$ cat config.mk
export PLATFORM = sky130hd
export DESIGN_NAME = ttg_ctrl
export DESIGN_NICKNAME = d
export VERILOG_FILES = /design/src/sv/ttg_pkg.sv /design/src/sv/ttg_ctrl.sv
export SDC_FILE = /design/constraint.sdc
export NUM_CORES = 1
export LEC_CHECK = 0
export ABC_AREA = 0
export CAP_MARGIN = 10
export CELL_PAD_IN_SITES_DETAIL_PLACEMENT = 1
export CELL_PAD_IN_SITES_GLOBAL_PLACEMENT = 1
export CORE_AREA = 2 2 49 51
export CTS_BUF_LIST = sky130_fd_sc_hd__clkbuf_8
export CTS_CLUSTER_DIAMETER = 150
export CTS_CLUSTER_SIZE = 14
export DETAILED_ROUTE_END_ITERATION = 8
export DIE_AREA = 0 0 51 53
export DONT_BUFFER_PORTS = 1
export GPL_TIMING_DRIVEN = 0
export PLACE_DENSITY = 0.87
export SLEW_MARGIN = 20
export SYNTH_ARGS = -nofsm -noshare
export SYNTH_HDL_FRONTEND = slang
export SYNTH_SLANG_ARGS = --single-unit
$ cat constraint.sdc
create_clock -name clk -period 1.95 [get_ports clk]
set_input_delay 0.585 -clock clk [delete_from_list [all_inputs] [get_ports clk]]
set_output_delay 0.585 -clock clk [all_outputs]
set_load 0.01 [all_outputs]
$ cat src/sv/ttg_pkg.sv
// Shared types, constants and helper functions of the trapezoidal trajectory generator.
package ttg_pkg;

    // Fixed point format of positions, velocities, rates and times.
    localparam int FRACTION_BITS = 16;

    typedef logic signed [63:0] wide_t;
    typedef logic [63:0] mag_t;

    localparam wide_t ONE = wide_t'(64'd1 << FRACTION_BITS);
    localparam wide_t TWO = wide_t'(64'd2 << FRACTION_BITS);
    localparam mag_t CLIP = 64'd1 << 61;
    localparam wide_t PEAK_LIMIT = wide_t'(64'd1 << (62 - FRACTION_BITS));
    localparam logic [31:0] PEAK_SAT = 32'h8000_0000;
    localparam wide_t S32_MAX = 64'sd2147483647;
    localparam wide_t S32_MIN = -64'sd2147483648;

    // Item commands.
    localparam logic CMD_PLAN = 1'b0;
    localparam logic CMD_EVAL = 1'b1;

    // Configuration register indexes.
    localparam logic [1:0] REG_MAX_VELOCITY = 2'd0;
    localparam logic [1:0] REG_MAX_ACCEL    = 2'd1;
    localparam logic [1:0] REG_MAX_DECEL    = 2'd2;
    localparam logic [30:0] LIMIT_RESET = 31'(1 << FRACTION_BITS);

    typedef enum logic [2:0] {
        PH_BEFORE = 3'd0,
        PH_ACCEL  = 3'd1,
        PH_COAST  = 3'd2,
        PH_DECEL  = 3'd3,
        PH_DONE   = 3'd4
    } phase_t;

    // Multiply-divide steps that the sequencer runs.
    typedef enum logic [4:0] {
        OP_STOP, OP_TA, OP_TD, OP_M1, OP_M2, OP_W1, OP_W2, OP_Q,
        OP_TA2, OP_TD2, OP_TV, OP_E1, OP_E2, OP_E3,
        OP_EV_AT, OP_EV_P1, OP_EV_P2, OP_EV_CV, OP_EV_DT, OP_EV_DP
    } op_t;

    typedef enum logic [3:0] {
        ST_IDLE, ST_DISPATCH, ST_ISSUE, ST_WAIT, ST_DECIDE,
        ST_SQRT_ISSUE, ST_SQRT_WAIT, ST_COMMIT, ST_OUT
    } ctrl_state_t;

    typedef enum logic [2:0] {
        MD_IDLE, MD_MUL, MD_RND, MD_CHK, MD_DIV, MD_FIN
    } md_state_t;

    typedef enum logic [1:0] {
        SQ_IDLE, SQ_RUN, SQ_FIN
    } sq_state_t;

    typedef struct packed {
        logic load_in;
        logic md_start;
        logic sqrt_start;
        logic commit;
        logic load_out;
        op_t  op;
    } ttg_cmd_t;

    typedef struct packed {
        logic   md_done;
        logic   sqrt_done;
        logic   is_eval;
        logic   is_triangle;
        phase_t ev_phase;
    } ttg_status_t;

    // Saturate to 32 bits signed.
    function automatic logic signed [31:0] sat32(input wide_t x);
        logic signed [31:0] r;
        if (x > S32_MAX) begin
            r = 32'sh7fff_ffff;
        end else if (x < S32_MIN) begin
            r = 32'sh8000_0000;
        end else begin
            r = x[31:0];
        end
        return r;
    endfunction

    // Clamp a duration to 0 .. 2^31-1.
    function automatic logic [30:0] clamp_time(input wide_t x);
        logic [30:0] r;
        if (x < 0) begin
            r = '0;
        end else if (x > S32_MAX) begin
            r = 31'h7fff_ffff;
        end else begin
            r = x[30:0];
        end
        return r;
    endfunction

endpackage

$ cat src/sv/ttg_ctrl.sv
// Controller: sequences the plan and eval steps and runs both handshakes.
module ttg_ctrl (
    input  logic                 clk,
    input  logic                 rst_n,
    input  logic                 in_valid,
    output logic                 in_ready,
    output logic                 out_valid,
    input  logic                 out_ready,
    input  ttg_pkg::ttg_status_t st,
    output ttg_pkg::ttg_cmd_t    cmd
);
    import ttg_pkg::*;

    ctrl_state_t state_reg, state_next;
    op_t         op_reg, op_next;
    logic        out_valid_reg, out_valid_next;
    logic        load_out;

    always_ff @(posedge clk or negedge rst_n) begin
        if (!rst_n) begin
            state_reg     <= ST_IDLE;
            op_reg        <= OP_STOP;
            out_valid_reg <= 1'b0;
        end else begin
            state_reg     <= state_next;
            op_reg        <= op_next;
            out_valid_reg <= out_valid_next;
        end
    end

    // Next state and next step.
    always_comb begin
        state_next = state_reg;
        op_next    = op_reg;
        case (state_reg)
            ST_IDLE: begin
                if (in_valid) begin
                    state_next = ST_DISPATCH;
                end
            end
            ST_DISPATCH: begin
                state_next = ST_ISSUE;
                if (!st.is_eval) begin
                    op_next = OP_STOP;
                end else begin
                    case (st.ev_phase)
                        PH_ACCEL: op_next = OP_EV_AT;
                        PH_COAST: op_next = OP_EV_CV;
                        PH_DECEL: op_next = OP_EV_DT;
                        default:  state_next = ST_OUT;
                    endcase
                end
            end
            ST_ISSUE: state_next = ST_WAIT;
            ST_WAIT: begin
                if (st.md_done) begin
                    state_next = ST_ISSUE;
                    case (op_reg)
                        OP_STOP:  op_next = OP_TA;
                        OP_TA:    op_next = OP_TD;
                        OP_TD:    op_next = OP_M1;
                        OP_M1:    op_next = OP_M2;
                        OP_M2:    state_next = ST_DECIDE;
                        OP_W1:    op_next = OP_W2;
                        OP_W2:    op_next = OP_Q;
                        OP_Q:     state_next = ST_SQRT_ISSUE;
                        OP_TA2:   op_next = OP_TD2;
                        OP_TD2:   state_next = ST_COMMIT;
                        OP_TV:    state_next = ST_COMMIT;
                        OP_E1:    op_next = OP_E2;
                        OP_E2:    op_next = OP_E3;
                        OP_EV_AT: op_next = OP_EV_P1;
                        OP_EV_P1: op_next = OP_EV_P2;
                        OP_EV_DT: op_next = OP_EV_DP;
                        default:  state_next = ST_OUT;
                    endcase
                end
            end
            ST_DECIDE: begin
                state_next = ST_ISSUE;
                op_next    = st.is_triangle ? OP_W1 : OP_TV;
            end
            ST_SQRT_ISSUE: state_next = ST_SQRT_WAIT;
            ST_SQRT_WAIT: begin
                if (st.sqrt_done) begin
                    state_next = ST_ISSUE;
                    op_next    = OP_TA2;
                end
            end
            ST_COMMIT: begin
                state_next = ST_ISSUE;
                op_next    = OP_E1;
            end
            ST_OUT: begin
                if (!out_valid_reg || out_ready) begin
                    state_next = ST_IDLE;
                end
            end
            default: state_next = ST_IDLE;
        endcase
    end

    // Commands and handshake outputs.
    always_comb begin
        load_out       = (state_reg == ST_OUT) && (!out_valid_reg || out_ready);
        in_ready       = (state_reg == ST_IDLE);
        cmd.load_in    = (state_reg == ST_IDLE) && in_valid;
        cmd.md_start   = (state_reg == ST_ISSUE);
        cmd.sqrt_start = (state_reg == ST_SQRT_ISSUE);
        cmd.commit     = (state_reg == ST_COMMIT);
        cmd.load_out   = load_out;
        cmd.op         = op_reg;
        if (load_out) begin
            out_valid_next = 1'b1;
        end else if (out_ready) begin
            out_valid_next = 1'b0;
        end else begin
            out_valid_next = out_valid_reg;
        end
    end

    assign out_valid = out_valid_reg;

    // A step result only arrives while the controller waits for it.
    assert property (@(posedge clk) disable iff (!rst_n)
        st.md_done |-> state_reg == ST_WAIT)
        else $error("multiply-divide result outside a wait");

    assert property (@(posedge clk) disable iff (!rst_n)
        st.sqrt_done |-> state_reg == ST_SQRT_WAIT)
        else $error("square root result outside a wait");

    // An accepted item goes straight to dispatch.
    assert property (@(posedge clk) disable iff (!rst_n)
        (in_valid && in_ready) |=> state_reg == ST_DISPATCH)
        else $error("accepted item not dispatched");

    // A loaded result is offered on the next cycle.
    assert property (@(posedge clk) disable iff (!rst_n)
        load_out |=> out_valid)
        else $error("loaded result not presented");

endmodule
==> impl_results.md <==
* Status: completed
* EDFF count, synth at 0
* Switching Fraction at 48.48%
* Post-Route WL at 3127 um
* P_sw at 1029 uW
* Remaining global-route overflow at 0
* WP data required at 1360 ps
* Largest family of logic cells by synthesized area: simple AND/OR/NAND/NOR gates
* Synth cell count leaders: nor2_1 (14), a21oi_1 (10), dfrtp_1 (10)
* Clock Path Buffers at 2
* Final #Nets at 139
* Setup TNS Final at 0 ps
* Area growth syn-to-layout at 17.16%
* IO Pins at 23
* Leakage at 0.0004559 uW
* Final period util at 99.90%
* Max reg flops at 5
* Vias at 1012
* Reg2reg path depth at 6
* R2R Path End: op_reg[0]
* Synth Area in Simple Gates at 29.71%
* Primary FF master, synth: dfrtp_1
* Clock network power share at 13.1%
* Critical path class: reg -> out
* CTS tree: built
* Die width at 51 um
* RSZ-0062 raised after global routing: yes
* Synth top area share at 25.61%
* Setup-failing EPs final at 0
* Post-Synth XOR/XNOR Area at 1.793%
* Layout cells sized above 1 at 28.35%
* Mux share of post-synthesis cell area at 9.219%
* Startpoint class of the critical path: flop
* Yosys warning count at 0
* Fillers at 270
* Vias in the first global route at 984
* Max-slew violation count at 0
* Worst-path fanout max at 10
* Crit. End Element: primary output
* Peak VDD IR at 0.7451 mV
* Critical Path AT at 1360 ps
* PwrDens at 1853 nW/um2
* Fin crit period at 1948 ps
* Netlist cell types at 42
* Synth Area in Adders at 0%
* DIE HEIGHT at 53 um
* Pin count of the biggest net entering global routing at 12
* Pint at 1093 uW
* Worst r2r src: op_reg[1]
* Fin Clk Skew at 2.089 ps
* DRT Pass-1 Iters at 4
* Post-DP HPWL at 2200 um
* Seq cells post-synth at 10
* Routability congestion estimate at 0.8579
* Compound-gate portion of the synthesized area at 26.50%
* Via density at 6.529
* Top-count cell post-synth: nor2_1
* Post-synth ARST share at 100.0%
* Drt drc at 0
* Number of I/O port buffers at 0
* Worst hold slack at 26.67 ps
* Routed len/inst at 20.17 um
* Initial cell density of the core at 45.49%
* Worst Tran Pin Value at 542.4 ps
* Final hold violation count at 0
* Num CTS Buffers at 3
* Flop pwr share at 20.9%
* Yosys top cell by area: dfrtp_1
* Root Driver: clkbuf_8
* Placed Cells at 150
* Initial DRC count at 15
* Worst Hold Class: in -> async
* Cells after Synth at 122
* Worst R2R Setup Slack at 70 ps
* Post-route ant nets at 0
* Syn Area/Cell at 8.010 um2
* Fin cells at 155
* Post-CTS Hold Fix Bufs at 0
* Die footprint at 2703 um2
* Diode count at 0
* Logic gate share of total power at 66.0%
* Num Clock Sinks at 10
* Max_slew headroom at 63.46%
* Clk slew on worst S/H paths at 50 ps
* Cell Rows at 17
* Peak Freq at 513.3 MHz
* First-pass GRT wire length at 4850 um
* Syn nets at 133
* Max-Cap Viols at 0
* Core box area at 2148 um2
* Synth top area cells: dfrtp_1 (26%), mux2_4 (6.1%), nand2b_1 (5.8%)
* H-tree levels at 1
* GRT Resource Usage Total at 25.08%
* Antenna violations before repair at 0
* Sequential element share of the synthesized area at 25.61%
* Worst skew pair latency at 250 ps
* Mapped Area at 977.2 um2
[area by class of cell]
| class | instances | area [um2] | area share (%) |
|---|---|---|---|
| buffer | 9 | 70.07 | 6.120 |
| clock buffer | 4 | 55.05 | 4.809 |
| inverter | 3 | 11.26 | 0.9836 |
| multi-input combinational | 99 | 701.9 | 61.31 |
| sequential | 10 | 256.5 | 22.40 |
| tap | 28 | 35.03 | 3.060 |
| timing repair buffer | 2 | 15.01 | 1.311 |
[per-layer routing]
metal | vias to the layer above | share of wire, % | track usage (%)
li1 | 453 | - | -
met3 | 13 | 3.7 | 2.542
met2 | 45 | 48 | 46.10
met1 | 501 | 45 | 29.91
met5 | - | 0 | 0
met4 | 0 | 3.3 | 9.459
[power groups by stage]
stage / Clock (uW) / Sequential (uW) / Combinational (uW)
after floorplan: 0 / 383 / 1040
after global placement: 0 / 410 / 1230
after detailed placement: 0 / 421 / 1290
after CTS: 274 / 438 / 1340
after global routing: 283 / 455 / 1520
final: 278 / 443 / 1400
[critical path, stage by stage (launching register included)]
cell,delay [ps]
dfrtp_2,420
buf_6,150
nor4_4,330
and2_4,210
[cells in the final DEF, fill, tap and decap left out, types with 4 or more instances in the layout]
| cell | count |
|---|---|
| nor2_1 | 13 |
| a21oi_1 | 10 |
| dfrtp_2 | 5 |
| dfrtp_1 | 5 |
| mux2_4 | 4 |
| nand2_1 | 9 |
| nor3_1 | 7 |
| clkbuf_8 | 4 |
| nand2b_1 | 9 |
| buf_4 | 4 |
[how the worst max path moves through the flow]
stage | startpoint | endpoint | slack [ps]
floorplan | state_reg[3] | cmd[9] | 60
detailed placement | state_reg[3] | cmd[9] | -100
CTS | state_reg[2] | cmd[9] | 10
finish | state_reg[0] | cmd[9] | 2
global route | state_reg[0] | cmd[5] | -40
global placement | state_reg[3] | cmd[9] | -100
[per-stage QoR]
stage,setup slack [ps],util [%],power (uW),instance area (um2)
after detailed placement,-99.42,47.12,1708,1012
final,1.993,53.29,2122,1145
after global routing,-35.22,53.29,2263,1145
after CTS,11.17,51.78,2052,1112
after floorplan,63.28,-,1428,977.2
after global placement,-100.8,47.12,1638,1012
[timing repair]
action                     CTS  global route
pin swaps                    1             2
buffers inserted             1             1
resized for setup           11            10
setup endpoints to repair    5             7
[cells by family (layout without fill, tap and decap cells)]
kind of cell              Yosys count  count (layout)
and+or+nand+nor                    54              54
AOI/OAI and AO/OA                  36              36
buffers and inverters              13              18
DFF                                10              10
muxes                               7               7
xor gates and xnor gates            2               2
Note: power is estimated with default switching activity, not from simulation.
